File: config.mk
export PLATFORM = sky130hd
export DESIGN_NAME = hift_ram
export DESIGN_NICKNAME = d
export VERILOG_FILES = /design/src/rtl/hift_ram.sv
export SDC_FILE = /design/constraint.sdc
export NUM_CORES = 1
export LEC_CHECK = 0
export BUFFER_PORTS_ARGS = -buffer_cell sky130_fd_sc_hd__buf_2
export CAP_MARGIN = 20
export CORE_ASPECT_RATIO = 0.8
export CORE_MARGIN = 5
export CORE_UTILIZATION = 60
export DETAILED_ROUTE_END_ITERATION = 8
export GPL_TIMING_DRIVEN = 1
export HOLD_SLACK_MARGIN = 0.06
export MAX_ROUTING_LAYER = met4
export PLACE_DENSITY = 0.84
export SKIP_LAST_GASP = 1
export SLEW_MARGIN = 20
export SYNTH_ARGS = -nofsm -noshare
export SYNTH_HDL_FRONTEND = slang
export SYNTH_SLANG_ARGS = --single-unit
File: constraint.sdc
create_clock -name clk -period 2.1 [get_ports clk]
set_input_delay 0.42 -clock clk [delete_from_list [all_inputs] [get_ports clk]]
set_output_delay 0.42 -clock clk [all_outputs]
set_load 0.01 [all_outputs]
File: src/rtl/hift_ram.sv
// Generic single-write, single-read RAM with registered read data.
// No dependencies.
`timescale 1ns / 1ps

module hift_ram #(
  parameter int WIDTH = 8,
  parameter int DEPTH = 16
) (
  input  logic                     clk,
  input  logic                     we,
  input  logic [$clog2(DEPTH)-1:0] waddr,
  input  logic [WIDTH-1:0]         wdata,
  input  logic [$clog2(DEPTH)-1:0] raddr,
  output logic [WIDTH-1:0]         rdata
);

  logic [WIDTH-1:0] mem [DEPTH];
  logic [WIDTH-1:0] rdata_r;

  always_ff @(posedge clk) begin
    if (we) begin
      mem[waddr] <= wdata;
    end
    rdata_r <= mem[raddr];
  end

  assign rdata = rdata_r;

endmodule

==> results.py <==
metrics = {
    "outcome": {
        "outcome": "completed",
    },
    "sta": {
        "max_slew.worst_pin.slew_ps": 450,
        "min_period_over_period": 0.711,
        "setup_tns_ps": 0,
        "hold_viol": 0,
        "fin_crit_ps": 1490,
        "finalClockSkew_ps": 5.52,
        "setup_ws_ps": 607,
        "relSlewSlack": 0.700,
        "finalSetupViolCount": 0,
        "slew_violations": 0,
        "rsz0062_at_grt": "false",
        "hold_ws_ps": 277,
        "fmax_mhz": 670,
    },
    "clock_tree": {
        "cts-root-buf": "clkbuf_8",
        "post_cts_buffers": 0,
        "insertion_delay_ps": 520,
        "cts_resized": 0,
        "holdBufCountCts": 0,
        "cts.clk_slew.worst_paths_ps": 60,
        "cts_buffers": 17,
        "cts_tree": "yes",
        "cts.path.max_buffers": 2,
        "cts_htree_levels": 4,
        "cts_sinks": 136,
    },
    "placed_design": {
        "gp_congestion": 0.759,
        "dpl_worst_slack_ps": 292,
        "io_buffers": 25,
        "hpwl_um": 6160,
    },
    "critical_path": {
        "cp_cell_sequence": "buf_2",
        "crit_family": "flip-flops",
        "r2r_slack_ps": 800,
        "r2r_end": "rdata[3]$_DFF_P_",
        "worstPathArrival_ps": 1070,
        "path_class": "flop to primary output",
        "rr_worst_depth": 3,
        "worst-path-stages": 1,
        "cp-endpoint": "rdata[6]",
        "cp-end-kind": "primary output",
        "crit_buf_inv": 1,
        "cp_data_required_time_ps": 1680,
        "start_kind": "flop",
        "slowest_delay_ps": 390,
        "cpMaxStageDelayCell": "dfxtp_1",
        "crit_fanout": 1,
        "crit_path_start": "rdata[6]$_DFF_P_",
        "r2r_start": "mem[9][3]$_DFFE_PP_",
    },
    "pwr": {
        "ir_drop_mv": 0.845,
        "power_density_nw_per_um2": 1010,
        "power.leakage_nw": 2.08,
        "finalPower_mw": 6.11,
    },
    "grt": {
        "grt.overflow.total": 0,
        "grt_pass1_vias": 2615,
        "antenna_found_initial": 1,
        "grt_pass1_wl_um": 15100,
        "globalRouteTotalUtil": 0.212,
        "grt_max_degree": 33,
    },
    "flow_run": {
        "maxCapViolCount": 0,
    },
    "routing": {
        "dr.pass1.iters": 6,
        "first_iter_violations": 197,
        "wl_per_cell_um": 23.7,
        "drcViolationCount": 0,
        "vias_per_cell": 6.09,
        "wirelength_um": 9690,
        "vias": 2489,
        "ant_nets": 0,
    },
    "logic_synthesis": {
        "synth_seq_area_share": 0.778,
        "synth_edf_count": 128,
        "synth_seq_cells": 136,
        "syn_avg_cell_area_um2": 22.5,
        "ys_top_cells_by_count": "edfxtp_1, mux4_2, a22oi_1",
        "synth_most_common_cell": "edfxtp_1",
        "yosys.area.top_type": "edfxtp_1",
        "synth_cell_types": 19,
        "ys.flop_type": "edfxtp_1",
        "ys_warn_count": 0,
        "netlist_area_um2": 5150,
        "syn_inst": 229,
        "synth.net_count": 247,
        "synthTopCellsByArea": "edfxtp_1, mux4_2, mux4_1",
        "synth_top_area_frac": 0.747,
        "synthArstFlopShare": 0,
    },
    "floorplan": {
        "coreArea_um2": 8410,
        "io_pins": 26,
        "start_util": 0.612,
        "die_area_um2": 10500,
        "die_w_um": 114,
        "num_rows": 30,
        "die_h_um": 92.8,
    },
    "layout": {
        "fin_util": 0.722,
        "num-nets-final": 302,
        "drive_above_1_share": 0.304,
        "areaGrowthSynthToFinish_pct": 17.9,
        "fillers": 530,
        "regArea_um2": 4000,
        "multi_input_area_um2": 1060,
    },
    "worst_hold_path": {
        "hp-class": "input port to flop",
    },
}
[flip-flops by register name, summed over array words and instances, names as in the netlist]
register / flops
rdata: 8
mem: 128
[area by class of cell]
type	count	share of cell area
Multi-Input combinational cell	83	0.174
Clock buffer	20	0.0701
Tap cell	112	0.0231
Timing Repair Buffer	46	0.0507
Sequential cell	136	0.660
Clock inverter	11	0.0216
Antenna cell	1	0.000412
[per-stage QoR]
stage | instances | cell area, um2
2_1_floorplan | 229 | 5150
3_3_place_gp | 377 | 5510
3_5_place_dp | 377 | 5510
4_1_cts | 408 | 6070
5_1_grt | 409 | 6070
6_report | 409 | 6070
[cells in the final DEF, fill, tap and decap left out, drive strengths merged]
cell / netlist / routed
nor2b: 1 / 1
nand2b: 2 / 2
and2: 1 / 1
mux4: 32 / 32
nand3b: 2 / 2
and2b: 1 / 1
diode: 0 / 1
clkinvlp: 0 / 2
clkinv: 0 / 6
nand2: 9 / 9
a22oi: 16 / 16
bufinv: 0 / 3
edfxtp: 128 / 128
clkbuf: 0 / 20
nor3: 4 / 4
buf: 7 / 46
dfxtp: 8 / 8
nor2: 13 / 13
nand3: 1 / 1
or3b: 1 / 1
[how the worst min path moves through the flow]
stage	slack, ps	cells past startpoint	end	from
after global routing	280	1	mem[1][7]$_DFFE_PP_	wdata[7]
final	280	1	mem[10][6]$_DFFE_PP_	wdata[6]
after global placement	640	3	rdata[2]$_DFF_P_	mem[7][2]$_DFFE_PP_
after detailed placement	670	3	rdata[0]$_DFF_P_	mem[4][0]$_DFFE_PP_
after floorplan	520	0	mem[0][0]$_DFFE_PP_	wdata[0]
after CTS	260	1	mem[6][1]$_DFFE_PP_	wdata[1]
[power by group]
part | total [mW] | leakage, nW | internal (mW) | switching, mW
clock network | 2.77 | 0.267 | 1.78 | 0.992
registers | 3.06 | 1.22 | 3.04 | 0.0237
logic | 0.280 | 0.590 | 0.124 | 0.155
[worst reg2reg max path, cell delays in order, from the launching register on]
cell and delay [ps]:
edfxtp_1 350, mux4_1 510, a22oi_1 230, nand2_1 90
[metal layers]
| layer | up-vias | share of wire | global-route usage |
|---|---|---|---|
| met5 | - | 0 | - |
| li1 | 1083 | - | - |
| met3 | 15 | 0.084 | 0.0581 |
| met2 | 107 | 0.48 | 0.309 |
| met1 | 1284 | 0.41 | 0.287 |
| met4 | 0 | 0.020 | 0.0841 |
[logic make-up after synthesis]
kind of cell	synth area share
compound gates	0.0233
simple gates	0.0318
mux	0.150
flops	0.778
buf+inv	0.0168
Power figures use the tool's default switching activity.
