==> src/rtl/hift_pkg.sv <==
// Shared types and constants of the hashed inverted frame table.
// No dependencies.
`timescale 1ns / 1ps

package hift_pkg;

  localparam int FC_W    = 11;   // frame_count register
  localparam int PID_W   = 16;
  localparam int PAGE_W  = 16;
  localparam int KIND_W  = 2;
  localparam int REQ_W   = 2;
  localparam int STS_W   = 2;
  localparam int FRAME_W = 10;   // frame field of a result beat

  localparam logic [FC_W-1:0] FC_RESET = 11'd1024;

  // Request codes
  localparam logic [REQ_W-1:0] REQ_ALLOC  = 2'd0;
  localparam logic [REQ_W-1:0] REQ_FREE   = 2'd1;
  localparam logic [REQ_W-1:0] REQ_COUNT  = 2'd2;
  localparam logic [REQ_W-1:0] REQ_REMOVE = 2'd3;

  // Status codes
  localparam logic [STS_W-1:0] STS_OK      = 2'd0;
  localparam logic [STS_W-1:0] STS_FAIL    = 2'd1;
  localparam logic [STS_W-1:0] STS_REMOVED = 2'd2;

  // n/100 and n/18 by reciprocal multiply; exact for n < 2048
  localparam int R100_W = 11;
  localparam int R18_W  = 12;
  localparam logic [R100_W-1:0] R100 = 11'd1311;  // ceil(2^17/100)
  localparam logic [R18_W-1:0]  R18  = 12'd3641;  // ceil(2^16/18)
  localparam int SH100  = 17;
  localparam int SH18   = 16;
  localparam int Q100_W = 5;     // n/100 <= 20
  localparam int Q18_W  = 7;     // n/18 <= 113
  localparam int SUM_W  = 24;    // 4*q100 + pid*q18 + page

  typedef struct packed {
    logic [REQ_W-1:0]  req_type;
    logic [PID_W-1:0]  proc_id;
    logic [PAGE_W-1:0] page_num;
    logic [KIND_W-1:0] page_kind;
  } hift_in_beat_t;

  typedef struct packed {
    logic [STS_W-1:0]   status;
    logic [FC_W-1:0]    page_count;
    logic [FRAME_W-1:0] frame;
  } hift_out_beat_t;

  typedef struct packed {
    logic              valid;
    logic [KIND_W-1:0] kind;
    logic [PID_W-1:0]  owner;
    logic [PAGE_W-1:0] page;
  } hift_entry_t;

endpackage

==> src/rtl/hift_ctrl.sv <==
// Sequencer: clearing pass, probe and scan over the entry RAM with
// read-check-write, result hold. Depends on hift_pkg.
`timescale 1ns / 1ps

module hift_ctrl #(
  parameter int FRAMES = 1024
) (
  input  logic                            clk,
  input  logic                            rst_n,
  input  logic                            req_valid,
  input  hift_pkg::hift_in_beat_t         req,
  input  logic [hift_pkg::FC_W-1:0]       n,
  output logic                            idle,
  output logic                            hash_go,
  output logic [hift_pkg::FC_W-1:0]       hash_n,
  output logic [hift_pkg::PID_W-1:0]      hash_pid,
  output logic [hift_pkg::PAGE_W-1:0]     hash_page,
  input  logic                            hash_done,
  input  logic [$clog2(FRAMES)-1:0]       hash_frame,
  output logic                            ram_we,
  output logic [$clog2(FRAMES)-1:0]       ram_waddr,
  output hift_pkg::hift_entry_t           ram_wdata,
  output logic [$clog2(FRAMES)-1:0]       ram_raddr,
  input  hift_pkg::hift_entry_t           ram_rdata,
  output logic                            res_valid,
  input  logic                            res_ready,
  output hift_pkg::hift_out_beat_t        res
);

  import hift_pkg::*;

  localparam int FW = $clog2(FRAMES);
  localparam int IW = FW + 1;

  localparam logic [2:0] S_CLEAR = 3'd0;
  localparam logic [2:0] S_IDLE  = 3'd1;
  localparam logic [2:0] S_HGO   = 3'd2;
  localparam logic [2:0] S_HASH  = 3'd3;
  localparam logic [2:0] S_SCAN  = 3'd4;
  localparam logic [2:0] S_DONE  = 3'd5;

  logic [2:0]        state_r, state_nxt;
  logic [REQ_W-1:0]  op_r, op_nxt;
  logic [PID_W-1:0]  pid_r, pid_nxt;
  logic [PAGE_W-1:0] page_r, page_nxt;
  logic [KIND_W-1:0] kind_r, kind_nxt;
  logic [FC_W-1:0]   n_r, n_nxt;
  logic [FW-1:0]     iss_idx_r, iss_idx_nxt;
  logic [FC_W-1:0]   iss_rem_r, iss_rem_nxt;
  logic              chk_v_r, chk_v_nxt;
  logic [FW-1:0]     chk_idx_r, chk_idx_nxt;
  logic              chk_last_r, chk_last_nxt;
  logic [FC_W-1:0]   cnt_r, cnt_nxt;
  logic [FW-1:0]     clr_idx_r, clr_idx_nxt;
  hift_out_beat_t    res_r, res_nxt;

  logic              issue;
  logic              own;
  logic              hit;
  logic [IW-1:0]     inc;

  always_comb begin
    state_nxt    = state_r;
    op_nxt       = op_r;
    pid_nxt      = pid_r;
    page_nxt     = page_r;
    kind_nxt     = kind_r;
    n_nxt        = n_r;
    iss_idx_nxt  = iss_idx_r;
    iss_rem_nxt  = iss_rem_r;
    cnt_nxt      = cnt_r;
    clr_idx_nxt  = clr_idx_r;
    res_nxt      = res_r;
    ram_we       = 1'b0;
    ram_waddr    = chk_idx_r;
    ram_wdata    = '0;
    hit          = 1'b0;

    // issue side: one read per cycle along the probe sequence
    issue        = (state_r == S_SCAN) && (iss_rem_r != '0);
    inc          = {1'b0, iss_idx_r} + IW'(1);
    chk_v_nxt    = issue;
    chk_idx_nxt  = iss_idx_r;
    chk_last_nxt = (iss_rem_r == FC_W'(1));
    if (issue) begin
      iss_idx_nxt = (inc == IW'(n_r)) ? '0 : inc[FW-1:0];
      iss_rem_nxt = iss_rem_r - FC_W'(1);
    end

    own = ram_rdata.valid && (ram_rdata.owner == pid_r);

    case (state_r)
      S_CLEAR: begin
        ram_we      = 1'b1;
        ram_waddr   = clr_idx_r;
        clr_idx_nxt = clr_idx_r + FW'(1);
        if (clr_idx_r == FW'(FRAMES - 1)) begin
          state_nxt = S_IDLE;
        end
      end
      S_IDLE: begin
        cnt_nxt = '0;
        if (req_valid) begin
          op_nxt   = req.req_type;
          pid_nxt  = req.proc_id;
          page_nxt = req.page_num;
          kind_nxt = req.page_kind;
          n_nxt    = n;
          if (req.req_type inside {REQ_ALLOC, REQ_FREE}) begin
            state_nxt = S_HGO;
          end else begin
            iss_idx_nxt = '0;
            iss_rem_nxt = n;
            state_nxt   = S_SCAN;
          end
        end
      end
      S_HGO: begin
        state_nxt = S_HASH;
      end
      S_HASH: begin
        if (hash_done) begin
          iss_idx_nxt = hash_frame;
          iss_rem_nxt = n_r;
          state_nxt   = S_SCAN;
        end
      end
      S_SCAN: begin
        if (chk_v_r) begin
          case (op_r)
            REQ_ALLOC: begin
              if (!ram_rdata.valid) begin
                ram_we    = 1'b1;
                ram_wdata = '{valid: 1'b1, kind: kind_r, owner: pid_r, page: page_r};
                hit       = 1'b1;
              end
            end
            REQ_FREE: begin
              if (own && (ram_rdata.page == page_r)) begin
                ram_we = 1'b1;
                hit    = 1'b1;
              end
            end
            REQ_COUNT: begin
              if (own) begin
                cnt_nxt = cnt_r + FC_W'(1);
              end
            end
            default: begin
              if (own) begin
                ram_we = 1'b1;
              end
            end
          endcase
          if (hit) begin
            res_nxt   = '{status: STS_OK, page_count: '0, frame: FRAME_W'(chk_idx_r)};
            state_nxt = S_DONE;
          end else if (chk_last_r) begin
            case (op_r)
              REQ_COUNT: res_nxt = '{status: STS_OK, page_count: cnt_nxt, frame: '0};
              REQ_REMOVE: res_nxt = '{status: STS_REMOVED, page_count: '0, frame: '0};
              default: res_nxt = '{status: STS_FAIL, page_count: '0, frame: '0};
            endcase
            state_nxt = S_DONE;
          end
        end
      end
      S_DONE: begin
        if (res_ready) begin
          state_nxt = S_IDLE;
        end
      end
      default: begin
        state_nxt = S_IDLE;
      end
    endcase
  end

  always_ff @(posedge clk) begin
    if (!rst_n) begin
      state_r   <= S_CLEAR;
      clr_idx_r <= '0;
      chk_v_r   <= 1'b0;
    end else begin
      state_r   <= state_nxt;
      clr_idx_r <= clr_idx_nxt;
      chk_v_r   <= chk_v_nxt;
    end
    op_r       <= op_nxt;
    pid_r      <= pid_nxt;
    page_r     <= page_nxt;
    kind_r     <= kind_nxt;
    n_r        <= n_nxt;
    iss_idx_r  <= iss_idx_nxt;
    iss_rem_r  <= iss_rem_nxt;
    chk_idx_r  <= chk_idx_nxt;
    chk_last_r <= chk_last_nxt;
    cnt_r      <= cnt_nxt;
    res_r      <= res_nxt;
  end

  assign idle      = (state_r == S_IDLE);
  assign hash_go   = (state_r == S_HGO);
  assign hash_n    = n_r;
  assign hash_pid  = pid_r;
  assign hash_page = page_r;
  assign ram_raddr = iss_idx_r;
  assign res_valid = (state_r == S_DONE);
  assign res       = res_r;

endmodule

==> config.mk <==
export PLATFORM = sky130hd
export DESIGN_NAME = hift_ctrl
export DESIGN_NICKNAME = d
export VERILOG_FILES = /design/src/rtl/hift_pkg.sv /design/src/rtl/hift_ctrl.sv
export SDC_FILE = /design/constraint.sdc
export NUM_CORES = 1
export LEC_CHECK = 0
export ABC_AREA = 1
export BUFFER_PORTS_ARGS = -buffer_cell sky130_fd_sc_hd__buf_4
export CAP_MARGIN = 20
export CORE_MARGIN = 3
export CORE_UTILIZATION = 45
export CTS_CLUSTER_SIZE = 28
export DETAILED_ROUTE_END_ITERATION = 8
export GPL_TIMING_DRIVEN = 0
export PLACE_DENSITY = 0.71
export SLEW_MARGIN = 5
export SYNTH_ARGS = -nofsm -noshare
export SYNTH_HDL_FRONTEND = slang
export SYNTH_SLANG_ARGS = --single-unit
==> constraint.sdc <==
create_clock -name clk -period 3.6 [get_ports clk]
set_input_delay 0.54 -clock clk [delete_from_list [all_inputs] [get_ports clk]]
set_output_delay 0.54 -clock clk [all_outputs]
set_load 0.05 [all_outputs]
==> summary.txt <==
Timing
  • Unrepaired setup endpoints after global routing: no
  • Final hold violation count: 0
  • Max-slew headroom: 41.2%
  • Clock period minus worst slack: 2.97 ns
  • Final setup viols: 0
  • Fin Setup TNS: 0 ns
  • Least setup slack across all paths after layout: 0.625 ns
  • Setup skew after layout: 0.00908 ns
  • Number of max-slew violations in the final report: 0
  • Transition time at the pin with the least slew margin: 0.881 ns
  • Hold slack final: 0.297 ns
  • Tcrit/Tclk final: 82.6%
  • Top achievable clock speed: 336 MHz

Yosys
  • Gate count after technology mapping: 924
  • Synthesis warning total: 0
  • Most common flop cell mapped by yosys: edfxtp_1
  • Mean Syn Cell Area: 7.57 sq um
  • Post-Synthesis Cell Area: 0.00699 sq mm
  • Mapped Nets: 1,026
  • Share of flip-flops with an asynchronous set or reset after synthesis: 0%
  • Sequential-to-total area share from yosys stat: 48.0%
  • EDFF count, synth: 81
  • Synth unique cells: 45
  • Number of synthesized register bits: 127

Setup path
  • Cell seen most often among critical-path stages: nand2_1
  • Arrival time of the worst setup path: 2.43 ns
  • Startpoint kind of the worst setup timing path: register
  • Required time of the critical path: 3.06 ns
  • Category of the worst setup path capture point: output port
  • CP Class: register to output port
  • Top delay family on crit path: simple AND/OR/NAND/NOR gates
  • Bufs and invs on worst path: 1
  • Chain of cells forming the critical path: xnor2_1, nand2_1, nor2_1, nand3_1, nor2_1, nand2_1, nand2_1, o21ai_0, nand2_1, buf_4
  • CP max FO: 4
  • Master of the slowest instance on the critical path: edfxtp_1
  • Delay of the slowest cell on the worst path: 0.43 ns

Clock network
  • Maximum count of clock buffers along a single path: 2
  • H-tree levels: 4
  • Buffers inserted by post-CTS timing repair: 0
  • Clock Sinks: 127
  • Root Driver: clkbuf_16
  • Resized Gates After CTS: 0
  • Number of buffers inserted for hold repair after clock tree synthesis: 0
  • Clk_lat worst skew: 0.42 ns
  • CTS tree: done
  • Number of buffers created by CTS: 17
  • Clock transition at the register clock pins on the worst setup and hold paths after CTS: 0.06 ns

Floorplan
  • Site Rows: 44
  • Die Y: 131 um
  • Die footprint: 0.0171 sq mm
  • Starting utilization of the core area: 47.0%
  • Area of the core: 0.0149 sq mm
  • Boundary Pins: 222
  • Die boundary width: 131 um

Global routing
  • Overall Global Routing Usage: 24.2%
  • Total gr overflow: 0
  • Antenna violations before repair: 0
  • First-pass GRT wire length: 31,800 um
  • Vias in the first global route: 6,342
  • Largest net degree at the start of global routing: 32

Route
  • Post-route DRC: 0
  • Avg Vias per Cell: 4.97
  • Number of nets still failing antenna checks after routing: 0
  • DRC marker count from the first detailed-route iteration: 478
  • Total iterations of the first detailed-routing run: 6
  • Drt wl/cell: 15.2 um
  • Post-Route WL: 20,600 um
  • Total vias in the final route: 6,751

Power
  • Total internal power: 3.63 mW
  • Portion of total power attributed to sequential cells: 34.3%
  • Proportion of power drawn by combinational gates: 37.4%
  • Static Leak: 4.54 nW
  • Power per cell area: 646 mW/mm^2
  • Net switching component of the power: 2.50 mW
  • Clock Power Share: 28.4%
  • Worst IR Drop VDD: 363 uV
  • Proportion of total power due to net switching: 40.7%

Final layout
  • Top library cells by usage in the layout, fill and taps aside: nand2_1 (247), buf_4 (218), nor2_1 (146)
  • Area of all placed cells without fillers: 0.00949 sq mm
  • Count of inserted antenna diode cells: 0
  • Synthesis-to-finish area growth: 35.7%
  • Share of layout cells above drive strength 1: 25.6%
  • Count of nets after finishing: 1,264
  • Commonest non-fill, non-tap cell in the layout: nand2_1

Outcome
  • Run status: finished, final reports clean

Placed design
  • Post-place setup slack: 0.677 ns
  • Post-detailed-placement half-perimeter wirelength: 16,200 um
  • Count of buffers from port buffering: 218
  • RePlAce Congestion: 0.930
  • Area post-placement: 0.00889 sq mm

Run
  • Max-capacitance violation count: 0

Worst hold path
  • Path type of the worst min-delay path: input port to register
==> power by group through the flow <==
stage	Sequential (mW)	Clock, mW	Combinational [mW]
2_1_floorplan	2.31	0	1.37
3_3_place_gp	2.13	0	2.23
3_5_place_dp	2.12	0	2.27
4_1_cts	2.09	1.77	2.29
5_1_grt	2.13	1.83	2.53
6_report	2.10	1.74	2.29
==> metrics by stage <==
stage | utilization, % | total power, mW | std cells
final | 63.8 | 6.13 | 1359
after global routing | 63.8 | 6.49 | 1359
after CTS | 63.8 | 6.15 | 1359
after detailed placement | 59.8 | 4.40 | 1327
after global placement | 59.6 | 4.36 | 1326
after floorplan | - | 3.69 | 924
==> per-layer routing <==
layer	up-vias	GRT usage [%]	part of all wire (%)
li1	3437	-	-
met1	3080	31.5	43
met2	204	40.5	49
met3	30	5.65	6.2
met4	0	6.96	1.7
met5	-	0	0
==> cells by family after synthesis <==
kind of cell / Yosys count / share of synthesized area [%]
xor+xnor: 20 / 2.51
compound gates: 84 / 7.02
flops: 127 / 48.0
fa+ha+maj: 5 / 0.895
simple gates: 526 / 32.7
buf+inv: 162 / 8.88
==> worst reg2reg max path: cells and delay by family, from the launching register on <==
kind                      cells  cell delay, ns
AOI/OAI and AO/OA             1            0.08
and+or+nand+nor               6            0.76
buffers and inverters         1            0.64
DFF                           1            0.43
xor gates and xnor gates      1            0.38
==> final timing paths <==
check / from / end / slack (ns) / cells past startpoint
setup / recovery: hash_pid[12] / ram_we / 0.63 / 10
hold / removal: req[18] / hash_pid[0] / 0.30 / 1
setup reg to reg: hash_pid[12] / res[2] / 0.93 / 9
hold reg to reg: ram_raddr[1] / chk_idx_r[1] / 0.46 / 0
==> state kept, by name (all words and copies together), names as in the netlist <==
| signal | cells |
|---|---|
| ram_raddr | 10 |
| chk_last_r | 1 |
| chk_idx_r | 10 |
| op_r | 2 |
| hash_page | 16 |
| cnt_r | 11 |
| clr_idx_r | 10 |
| state_r | 3 |
| iss_rem_r | 11 |
| hash_pid | 16 |
| hash_n | 11 |
| res | 23 |
| kind_r | 2 |
| chk_v_r | 1 |
==> synth_stat cells, types with 2 or more instances <==
master      n  area (sq um)
nor3_1     20           100
nand4_1    12          75.1
nand2_2     9          56.3
o21ai_2     2          17.5
or2_2       5          31.3
a21oi_1    26           130
nor2_2      7          43.8
o21bai_1    5          37.5
inv_1     142           533
o221ai_1    2          17.5
dfxtp_1    46           921
o21ai_0    34           170
nor2_4      4          45.0
nand3_2     6          60.1
xor2_1     13           114
ha_1        5          62.6
clkbuf_1    6          22.5
edfxtp_1   81          2430
nand3_1    60           300
o211ai_1    5          37.5
inv_2       6          22.5
o22ai_1     2          12.5
clkinv_1    2          7.51
nand2_1   247           927
nor2_1    147           552
xnor2_1     7          61.3
nand3b_1    2          15.0
nand2_4     2          22.5
buf_2       3          15.0
==> area by class of cell <==
class	count	area, sq um
well taps	184	230
inverters	150	563
repair buffers	219	1660
fillers	1319	5370
flip-flops and latches	127	3350
clock inverters	13	150
clock buffers	19	454
plain buffers	12	57.6
multi-input cells	635	3030
Note: power is estimated with default switching activity, not from simulation.
