===== src/rtl/hift_pkg.sv =====
// Shared types and constants of the hashed inverted frame table.
// No dependencies.
`timescale 1ns / 1ps

package hift_pkg;

  localparam int FC_W    = 11;   // frame_count register
  localparam int PID_W   = 16;
  localparam int PAGE_W  = 16;
  localparam int KIND_W  = 2;
  localparam int REQ_W   = 2;
  localparam int STS_W   = 2;
  localparam int FRAME_W = 10;   // frame field of a result beat

  localparam logic [FC_W-1:0] FC_RESET = 11'd1024;

  // Request codes
  localparam logic [REQ_W-1:0] REQ_ALLOC  = 2'd0;
  localparam logic [REQ_W-1:0] REQ_FREE   = 2'd1;
  localparam logic [REQ_W-1:0] REQ_COUNT  = 2'd2;
  localparam logic [REQ_W-1:0] REQ_REMOVE = 2'd3;

  // Status codes
  localparam logic [STS_W-1:0] STS_OK      = 2'd0;
  localparam logic [STS_W-1:0] STS_FAIL    = 2'd1;
  localparam logic [STS_W-1:0] STS_REMOVED = 2'd2;

  // n/100 and n/18 by reciprocal multiply; exact for n < 2048
  localparam int R100_W = 11;
  localparam int R18_W  = 12;
  localparam logic [R100_W-1:0] R100 = 11'd1311;  // ceil(2^17/100)
  localparam logic [R18_W-1:0]  R18  = 12'd3641;  // ceil(2^16/18)
  localparam int SH100  = 17;
  localparam int SH18   = 16;
  localparam int Q100_W = 5;     // n/100 <= 20
  localparam int Q18_W  = 7;     // n/18 <= 113
  localparam int SUM_W  = 24;    // 4*q100 + pid*q18 + page

  typedef struct packed {
    logic [REQ_W-1:0]  req_type;
    logic [PID_W-1:0]  proc_id;
    logic [PAGE_W-1:0] page_num;
    logic [KIND_W-1:0] page_kind;
  } hift_in_beat_t;

  typedef struct packed {
    logic [STS_W-1:0]   status;
    logic [FC_W-1:0]    page_count;
    logic [FRAME_W-1:0] frame;
  } hift_out_beat_t;

  typedef struct packed {
    logic              valid;
    logic [KIND_W-1:0] kind;
    logic [PID_W-1:0]  owner;
    logic [PAGE_W-1:0] page;
  } hift_entry_t;

endpackage


===== src/rtl/hift_hash.sv =====
// Start-frame hash: three-stage pipeline, (n/100)*4 + pid*(n/18) + page,
// clamped to n-1. Depends on hift_pkg.
`timescale 1ns / 1ps

module hift_hash #(
  parameter int FRAMES = 1024
) (
  input  logic                                clk,
  input  logic                                rst_n,
  input  logic                                go,
  input  logic [hift_pkg::FC_W-1:0]           n,
  input  logic [hift_pkg::PID_W-1:0]          pid,
  input  logic [hift_pkg::PAGE_W-1:0]         page,
  output logic                                done,
  output logic [$clog2(FRAMES)-1:0]           frame
);

  import hift_pkg::*;

  localparam int FW = $clog2(FRAMES);

  logic                      v1_r, v2_r, v3_r;
  logic [Q100_W-1:0]         q100_r;
  logic [Q18_W-1:0]          q18_r;
  logic [SUM_W-1:0]          sum_r;
  logic [FW-1:0]             frame_r;
  logic [FC_W+R100_W-1:0]    p100;
  logic [FC_W+R18_W-1:0]     p18;
  logic [PID_W+Q18_W-1:0]    pq;
  logic [SUM_W-1:0]          sum_nxt;
  logic [FW-1:0]             frame_nxt;

  always_comb begin
    p100      = n * R100;
    p18       = n * R18;
    pq        = pid * q18_r;
    sum_nxt   = (SUM_W'(q100_r) << 2) + SUM_W'(pq) + SUM_W'(page);
    if (sum_r >= SUM_W'(n)) begin
      frame_nxt = FW'(n - FC_W'(1));
    end else begin
      frame_nxt = FW'(sum_r);
    end
  end

  always_ff @(posedge clk) begin
    if (!rst_n) begin
      v1_r <= 1'b0;
      v2_r <= 1'b0;
      v3_r <= 1'b0;
    end else begin
      v1_r <= go;
      v2_r <= v1_r;
      v3_r <= v2_r;
    end
    q100_r  <= p100[SH100 +: Q100_W];
    q18_r   <= p18[SH18 +: Q18_W];
    sum_r   <= sum_nxt;
    frame_r <= frame_nxt;
  end

  assign done  = v3_r;
  assign frame = frame_r;

endmodule


===== config.mk =====
export PLATFORM = sky130hd
export DESIGN_NAME = hift_hash
export DESIGN_NICKNAME = d
export VERILOG_FILES = /design/src/rtl/hift_pkg.sv /design/src/rtl/hift_hash.sv
export SDC_FILE = /design/constraint.sdc
export NUM_CORES = 1
export LEC_CHECK = 0
export BUFFER_PORTS_ARGS = -buffer_cell sky130_fd_sc_hd__buf_4
export CORE_UTILIZATION = 60
export CTS_CLUSTER_DIAMETER = 150
export DETAILED_ROUTE_END_ITERATION = 16
export PLACE_DENSITY = 0.79
export RECOVER_POWER = 25
export SLEW_MARGIN = 20
export SYNTH_ARGS = -nofsm -noshare
export SYNTH_HDL_FRONTEND = slang
export SYNTH_SLANG_ARGS = --single-unit

===== constraint.sdc =====
create_clock -name clk -period 5.8 [get_ports clk]
set_clock_uncertainty 0.05 [all_clocks]
set_input_delay 0.87 -clock clk [delete_from_list [all_inputs] [get_ports clk]]
set_output_delay 0.87 -clock clk [all_outputs]
set_load 0.02 [all_outputs]

==> results of run 1 <==
[per-stage QoR]
step	std cells	setup slack, ps	instance area [µm²]	utilization (%)	hold slack (ps)
floorplan	1100	342	10400	-	362
global placement	1371	213	11100	66.5	371
detailed placement	1371	107	11100	66.5	372
CTS	1379	390	11300	67.7	398
global route	1380	71.9	11300	67.5	424
finish	1380	403	11300	67.5	391
[logic make-up after synthesis]
family	after synthesis	share of synthesized area (%)
AOI/OAI and AO/OA	131	8.80
xor gates and xnor gates	39	3.28
adders and majority gates	374	56.1
buffers and inverters	274	9.86
DFF	49	9.41
muxes	1	0.0960
and+or+nand+nor	232	12.5
[worst max-delay path by stage]
| stage | to | slack (ps) | cells past startpoint |
|---|---|---|---|
| after CTS | q18_r[4] | 390 | 18 |
| final | q18_r[4] | 400 | 18 |
| after detailed placement | q18_r[4] | 110 | 18 |
| after global routing | sum_r[22] | 70 | 16 |
| after global placement | q18_r[4] | 210 | 18 |
| after floorplan | q18_r[4] | 340 | 17 |
[cell type report]
| class | count | area, µm² | share of cell area (%) |
|---|---|---|---|
| well taps | 220 | 275 | 2.43 |
| inverters | 258 | 968 | 8.56 |
| clock buffers | 5 | 125 | 1.11 |
| flip-flops and latches | 49 | 981 | 8.67 |
| clock inverters | 3 | 68.8 | 0.608 |
| multi-input cells | 777 | 8420 | 74.4 |
| repair buffers | 68 | 473 | 4.18 |
[routing by layer]
layer | routed length (µm) | vias up
li1 | - | 3635
met1 | 9530 | 3656
met2 | 10200 | 163
met3 | 881 | 40
met4 | 487 | 0
met5 | 0 | -
[registers in the layout, indices dropped and copies added, names as in the netlist]
signal  flops
q18_r       7
sum_r      24
q100_r      5
v2_r        1
frame      10
v1_r        1
done        1
[cells in the final DEF (no fill, tap or decap), types with 7 or more instances in the layout]
cell type	n
nand2_1	44
o211ai_1	7
fa_1	156
o31ai_1	10
and2_1	96
nand3_1	12
dfxtp_1	49
nor2b_1	10
and3_1	9
xor2_1	8
nand2b_1	7
or3_1	9
ha_1	218
xnor2_1	31
inv_1	258
nor3_1	19
o21ai_0	23
buf_4	55
a21o_1	18
a21oi_1	33
nor2_1	9
clkbuf_1	11
[critical path, cell delays in order]
cell	delay [ps]
buf_4	80
inv_1	60
fa_1	540
inv_1	90
ha_1	290
inv_1	50
fa_1	490
fa_1	530
fa_1	550
inv_1	40
ha_1	320
a21o_1	180
a211o_1	280
o211a_1	250
a221o_2	400
a21oi_2	190
nor2b_1	60
o31a_1	230
==> results by group, run 1 <==
Job
  – Number of maximum-capacitance violations: 0

Min path
  – Classification of the worst-slack hold path: reg2reg
  – Origin of the worst min-delay path: v2_r
  – Worst min-delay path endpoint: done
  – Hold path cells: 1

Worst setup path
  – Startpoint of the lowest-slack register-to-register path: q18_r[6]
  – Reg2Reg Capture Point: sum_r[22]
  – Worst path arrival time: around 5500 ps
  – CP required: between 5000 and 6000 ps
  – Start-to-end type of the worst setup path: in2reg
  – FF-to-FF setup slack: 440 ps
  – Kind of launch point of the worst setup path: primary input
  – Crit-path max FO: 3
  – Start point of the critical path: n[5]
  – Setup crit end kind: register
  – Number of cells traversed by the worst register-to-register path: 16

Placement
  – Placer congestion estimate: between 0.8 and 0.9
  – Placed wire-length estimate: 18.2 mm
  – Port Buffer Count: 56

Clocking
  – CTS Buffer Depth: 2
  – Clock sink count: 49
  – CTS H-Tree Depth: 2
  – CTS buffer count: 5
  – Total of hold buffers inserted after clock tree synthesis: 0
  – Clock-pin slew of the registers on the worst-case setup and hold paths: 70 ps
  – CTS tree: yes
  – Post-CTS Repair Setup Buffers: 0
  – Skew-Pair Late Insertion Delay: roughly 300 ps
  – CTS resizes: 0
  – CTS Root Buffer Type: clkbuf_16

Yosys
  – Mapped Avg Cell Area: approximately 9.5 µm²
  – Leading cell type by number of instances after synthesis: inv_1
  – Number of enable-type register cells in the synthesized netlist: 0
  – Sequential fraction of the synthesis area: roughly a tenth
  – Cell accounting for the most synthesized area: fa_1
  – Top cell type's share of synthesized area: 29.9%
  – Flop and latch count out of synthesis: between 40 and 50
  – Main synth FF type: dfxtp_1
  – Cell area after technology mapping: approximately 10000 µm²
  – Synth Warn #: 0
  – Post-Syn Nets: between 1500 and 2000
  – Ranking of synthesized cells by instance count: inv_1, ha_1, fa_1, and2_1, dfxtp_1
  – Cells taking the most area after synthesis: fa_1, ha_1, dfxtp_1
  – Gate count of the mapped netlist: 1100
  – Share of flip-flops with an asynchronous set or reset: 0%
  – Count of different cell masters after synthesis: between 50 and 60

Global route
  – Wire length of the first global-routing pass: 37.0 mm
  – Total track usage: between 20% and 30%
  – Largest net degree at the start of global routing: 31
  – Met2 track demand over resource: approximately 43%
  – Number of global-route vias before repair: between 7000 and 8000
  – Grt met3 use: around 2.8%
  – Overflow left after global routing: 0
  – Highest-utilization routing layer at the global route stage: met2
  – Initial antenna violation count: 0
  – Fraction of met1 tracks used by global routing: 35.5%

STA
  – Final count of hold timing violations: 0
  – Setup TNS: 0 ps
  – Max Clk Rate: roughly 190 MHz
  – Worst slew slack as a fraction of its limit: between 50% and 60%
  – Least-Margin Pin Slew: ~640 ps
  – Number of pins with negative max-slew slack in the final report: 0
  – Setup repair after global routing missed its margin: false
  – Fin crit period: about 5400 ps
  – Final period utilization: around 93%
  – Total setup violations reported at the end of the flow: 0

Routing
  – Routed via count: between 7000 and 8000
  – Total DRC errors in the routed layout: 0
  – Routed wire length: approximately 21 mm
  – Number of vias per cell after detailed routing: around 5.4
  – Initial DRT Pass Iterations: 4
  – Average routed wire per standard cell: ~15 µm
  – Count of nets left with antenna violations after detail routing: 0
  – Number of design-rule violations left by the first detailed-router iteration: roughly 350

Floorplan
  – Die Height: 134 µm
  – Placeable Area: 16800 µm²
  – Std cell rows: between 40 and 50
  – Chip Width: between 100 and 150 µm
  – Overall die area: roughly 18000 µm²
  – Num ports: 57
  – Initial Utilization: roughly 62%

Cells and area
  – Post-layout net count: 1579
  – Layout cell share with drive strength beyond 1: 6.47%
  – P&R area growth vs syn: 8.46%
  – Diode insertion count for antenna repair: 0
  – Count of filler cells inserted in the layout: approximately 1300

Status
  – Outcome: complete, no violations
Power of run 1 is left out: the tool's default activity adds up to more than one toggle a clock period on the data nets, which glitch-free logic cannot reach.
==> inputs of run 2 (changes only) <==
==> constraint.sdc (replaced) <==
create_clock -name clk -period 5.7 [get_ports clk]
set_clock_uncertainty 0.05 [all_clocks]
set_input_delay 0.855 -clock clk [delete_from_list [all_inputs] [get_ports clk]]
set_output_delay 0.855 -clock clk [all_outputs]
set_load 0.02 [all_outputs]
==> results by group, run 2 (synthesis results as in run 1) <==
Worst setup path
  – Crit-path max FO: 3 (unchanged)
  – Worst path arrival time: 5520 ps (about the same)
  – FF-to-FF setup slack: 480 ps (+40 ps)
  – Startpoint of the lowest-slack register-to-register path: q18_r[6]
  – CP required: 5810 ps (-120 ps)
  – Start point of the critical path: n[5]
  – Kind of launch point of the worst setup path: primary input
  – Reg2Reg Capture Point: sum_r[22]
  – Setup crit end kind: register
  – Number of cells traversed by the worst register-to-register path: 17 (+1)
  – Start-to-end type of the worst setup path: in2reg

Floorplan
  – Chip Width: 134 µm (unchanged)
  – Placeable Area: 16800 µm² (unchanged)
  – Num ports: 57 (unchanged)
  – Die Height: 134 µm (unchanged)
  – Overall die area: 17900 µm² (unchanged)
  – Initial Utilization: 62.2% (unchanged)
  – Std cell rows: 47 (unchanged)

Cells and area
  – Leading cell type in the layout, fill and taps excluded: inv_1
  – Layout cell share with drive strength beyond 1: 6.70% (+0.24 points)
  – Commonest cells after routing, fill and taps aside: inv_1, ha_1, fa_1, and2_1, buf_4
  – Sequential standard cell area: 981 µm² (unchanged)
  – Multi-input combinational cell area: 8420 µm² (unchanged)
  – Most flop-heavy register: sum_r
  – Post-layout net count: 1583 (+0.25%)
  – Count of filler cells inserted in the layout: 1274 (-1.2%)
  – Diode insertion count for antenna repair: 0 (unchanged)
  – Max reg flops: 24 (unchanged)
  – Final cell utilization of the core: 67.5% (about the same)
  – P&R area growth vs syn: 8.47% (about the same)

Clocking
  – Skew-Pair Late Insertion Delay: 290 ps (about the same)
  – Clock sink count: 49 (unchanged)
  – CTS resizes: 0 (unchanged)
  – CTS H-Tree Depth: 2 (unchanged)
  – Post-CTS Repair Setup Buffers: 0 (unchanged)
  – CTS Root Buffer Type: clkbuf_16
  – Clock-pin slew of the registers on the worst-case setup and hold paths: 70 ps (about the same)
  – CTS buffer count: 5 (unchanged)
  – CTS tree: yes
  – Total of hold buffers inserted after clock tree synthesis: 0 (unchanged)
  – CTS Buffer Depth: 2 (unchanged)

Min path
  – Hold path cells: 1 (unchanged)
  – Origin of the worst min-delay path: v1_r
  – Worst min-delay path endpoint: v2_r
  – Classification of the worst-slack hold path: reg2reg

Routing
  – Max layer used: met4
  – Routed wire length: 20.6 mm (-2.4%)
  – Count of nets left with antenna violations after detail routing: 0 (unchanged)
  – Initial DRT Pass Iterations: 4 (unchanged)
  – Routed length on met1: 9.47 mm (-0.54%)
  – Met3 routed wirelength: 772 µm (-12%)
  – Number of design-rule violations left by the first detailed-router iteration: 336 (-5.1%)
  – Number of vias per cell after detailed routing: 5.38 (-0.99%)
  – Routed met2 length: 10.0 mm (-1.5%)
  – Total DRC errors in the routed layout: 0 (unchanged)
  – Average routed wire per standard cell: 14.9 µm (-2.7%)
  – Routed via count: 7441 (-0.71%)

Global route
  – Largest net degree at the start of global routing: 31 (unchanged)
  – Overflow left after global routing: 0 (unchanged)
  – Wire length of the first global-routing pass: 36.0 mm (-2.5%)
  – Total track usage: 25.1% (-0.70 points)
  – Initial antenna violation count: 0 (unchanged)
  – Number of global-route vias before repair: 7759 (-1.9%)

STA
  – Least-Margin Pin Slew: 693 ps (+56.7 ps)
  – Worst slew slack as a fraction of its limit: 53.7% (-3.8 points)
  – Setup TNS: 0 ps (unchanged)
  – Total setup violations reported at the end of the flow: 0 (unchanged)
  – Final period utilization: 94.9%
  – Fin crit period: between 5000 and 6000 ps
  – Worst-case hold slack: 389 ps (-1.17 ps)
  – Setup repair after global routing missed its margin: false
  – Final count of hold timing violations: 0 (unchanged)
  – Number of pins with negative max-slew slack in the final report: 0 (unchanged)
  – Max Clk Rate: roughly 180 MHz

Job
  – Number of maximum-capacitance violations: 0 (unchanged)

Placement
  – Placed wire-length estimate: 17.8 mm (-2.1%)
  – Port Buffer Count: 56 (unchanged)
  – Placer congestion estimate: 0.829 (-2.9%)

Status
  – Outcome: complete, no violations
-- run 2: worst max-delay path: stages --
cell and delay, ps:
buf_4 80, inv_1 60, fa_1 540, inv_1 100
ha_1 300, inv_1 50, fa_1 490, fa_1 530
fa_1 560, inv_1 50, ha_1 320, a21o_1 160
a211o_1 280, o211a_1 260, a221o_2 400, a21oi_4 170
mux2i_1 260, a211oi_2 50
-- run 2: metrics by stage --
stage	cells	worst slack (ps)	instance area, µm²
3_5_place_dp	1375	-11.9	11200
2_1_floorplan	1100	257	10400
6_report	1384	288	11300
4_1_cts	1383	276	11300
5_1_grt	1384	72.7	11300
3_3_place_gp	1375	123	11200
-- run 2: cell type report --
| cell class | instances | share of cell area, % |
|---|---|---|
| flip-flops and latches | 49 | 8.67 |
| well taps | 220 | 2.43 |
| clock inverters | 3 | 0.387 |
| clock buffers | 5 | 1.11 |
| inverters | 258 | 8.56 |
| repair buffers | 72 | 4.41 |
| multi-input cells | 777 | 74.4 |
-- run 2: worst max-delay path by stage --
stage | endpoint | slack (ps)
floorplan | q18_r[4] | 260
global placement | q18_r[4] | 120
detailed placement | q18_r[4] | -10
CTS | q18_r[4] | 280
global route | sum_r[22] | 70
finish | q18_r[6] | 290
-- run 2: layer usage --
layer	GRT usage, %	vias to the layer above
met5	0	-
met4	5.93	0
met3	2.49	25
met2	42.3	159
met1	34.7	3619
li1	-	3638
Power of run 2 is left out for the same reason.
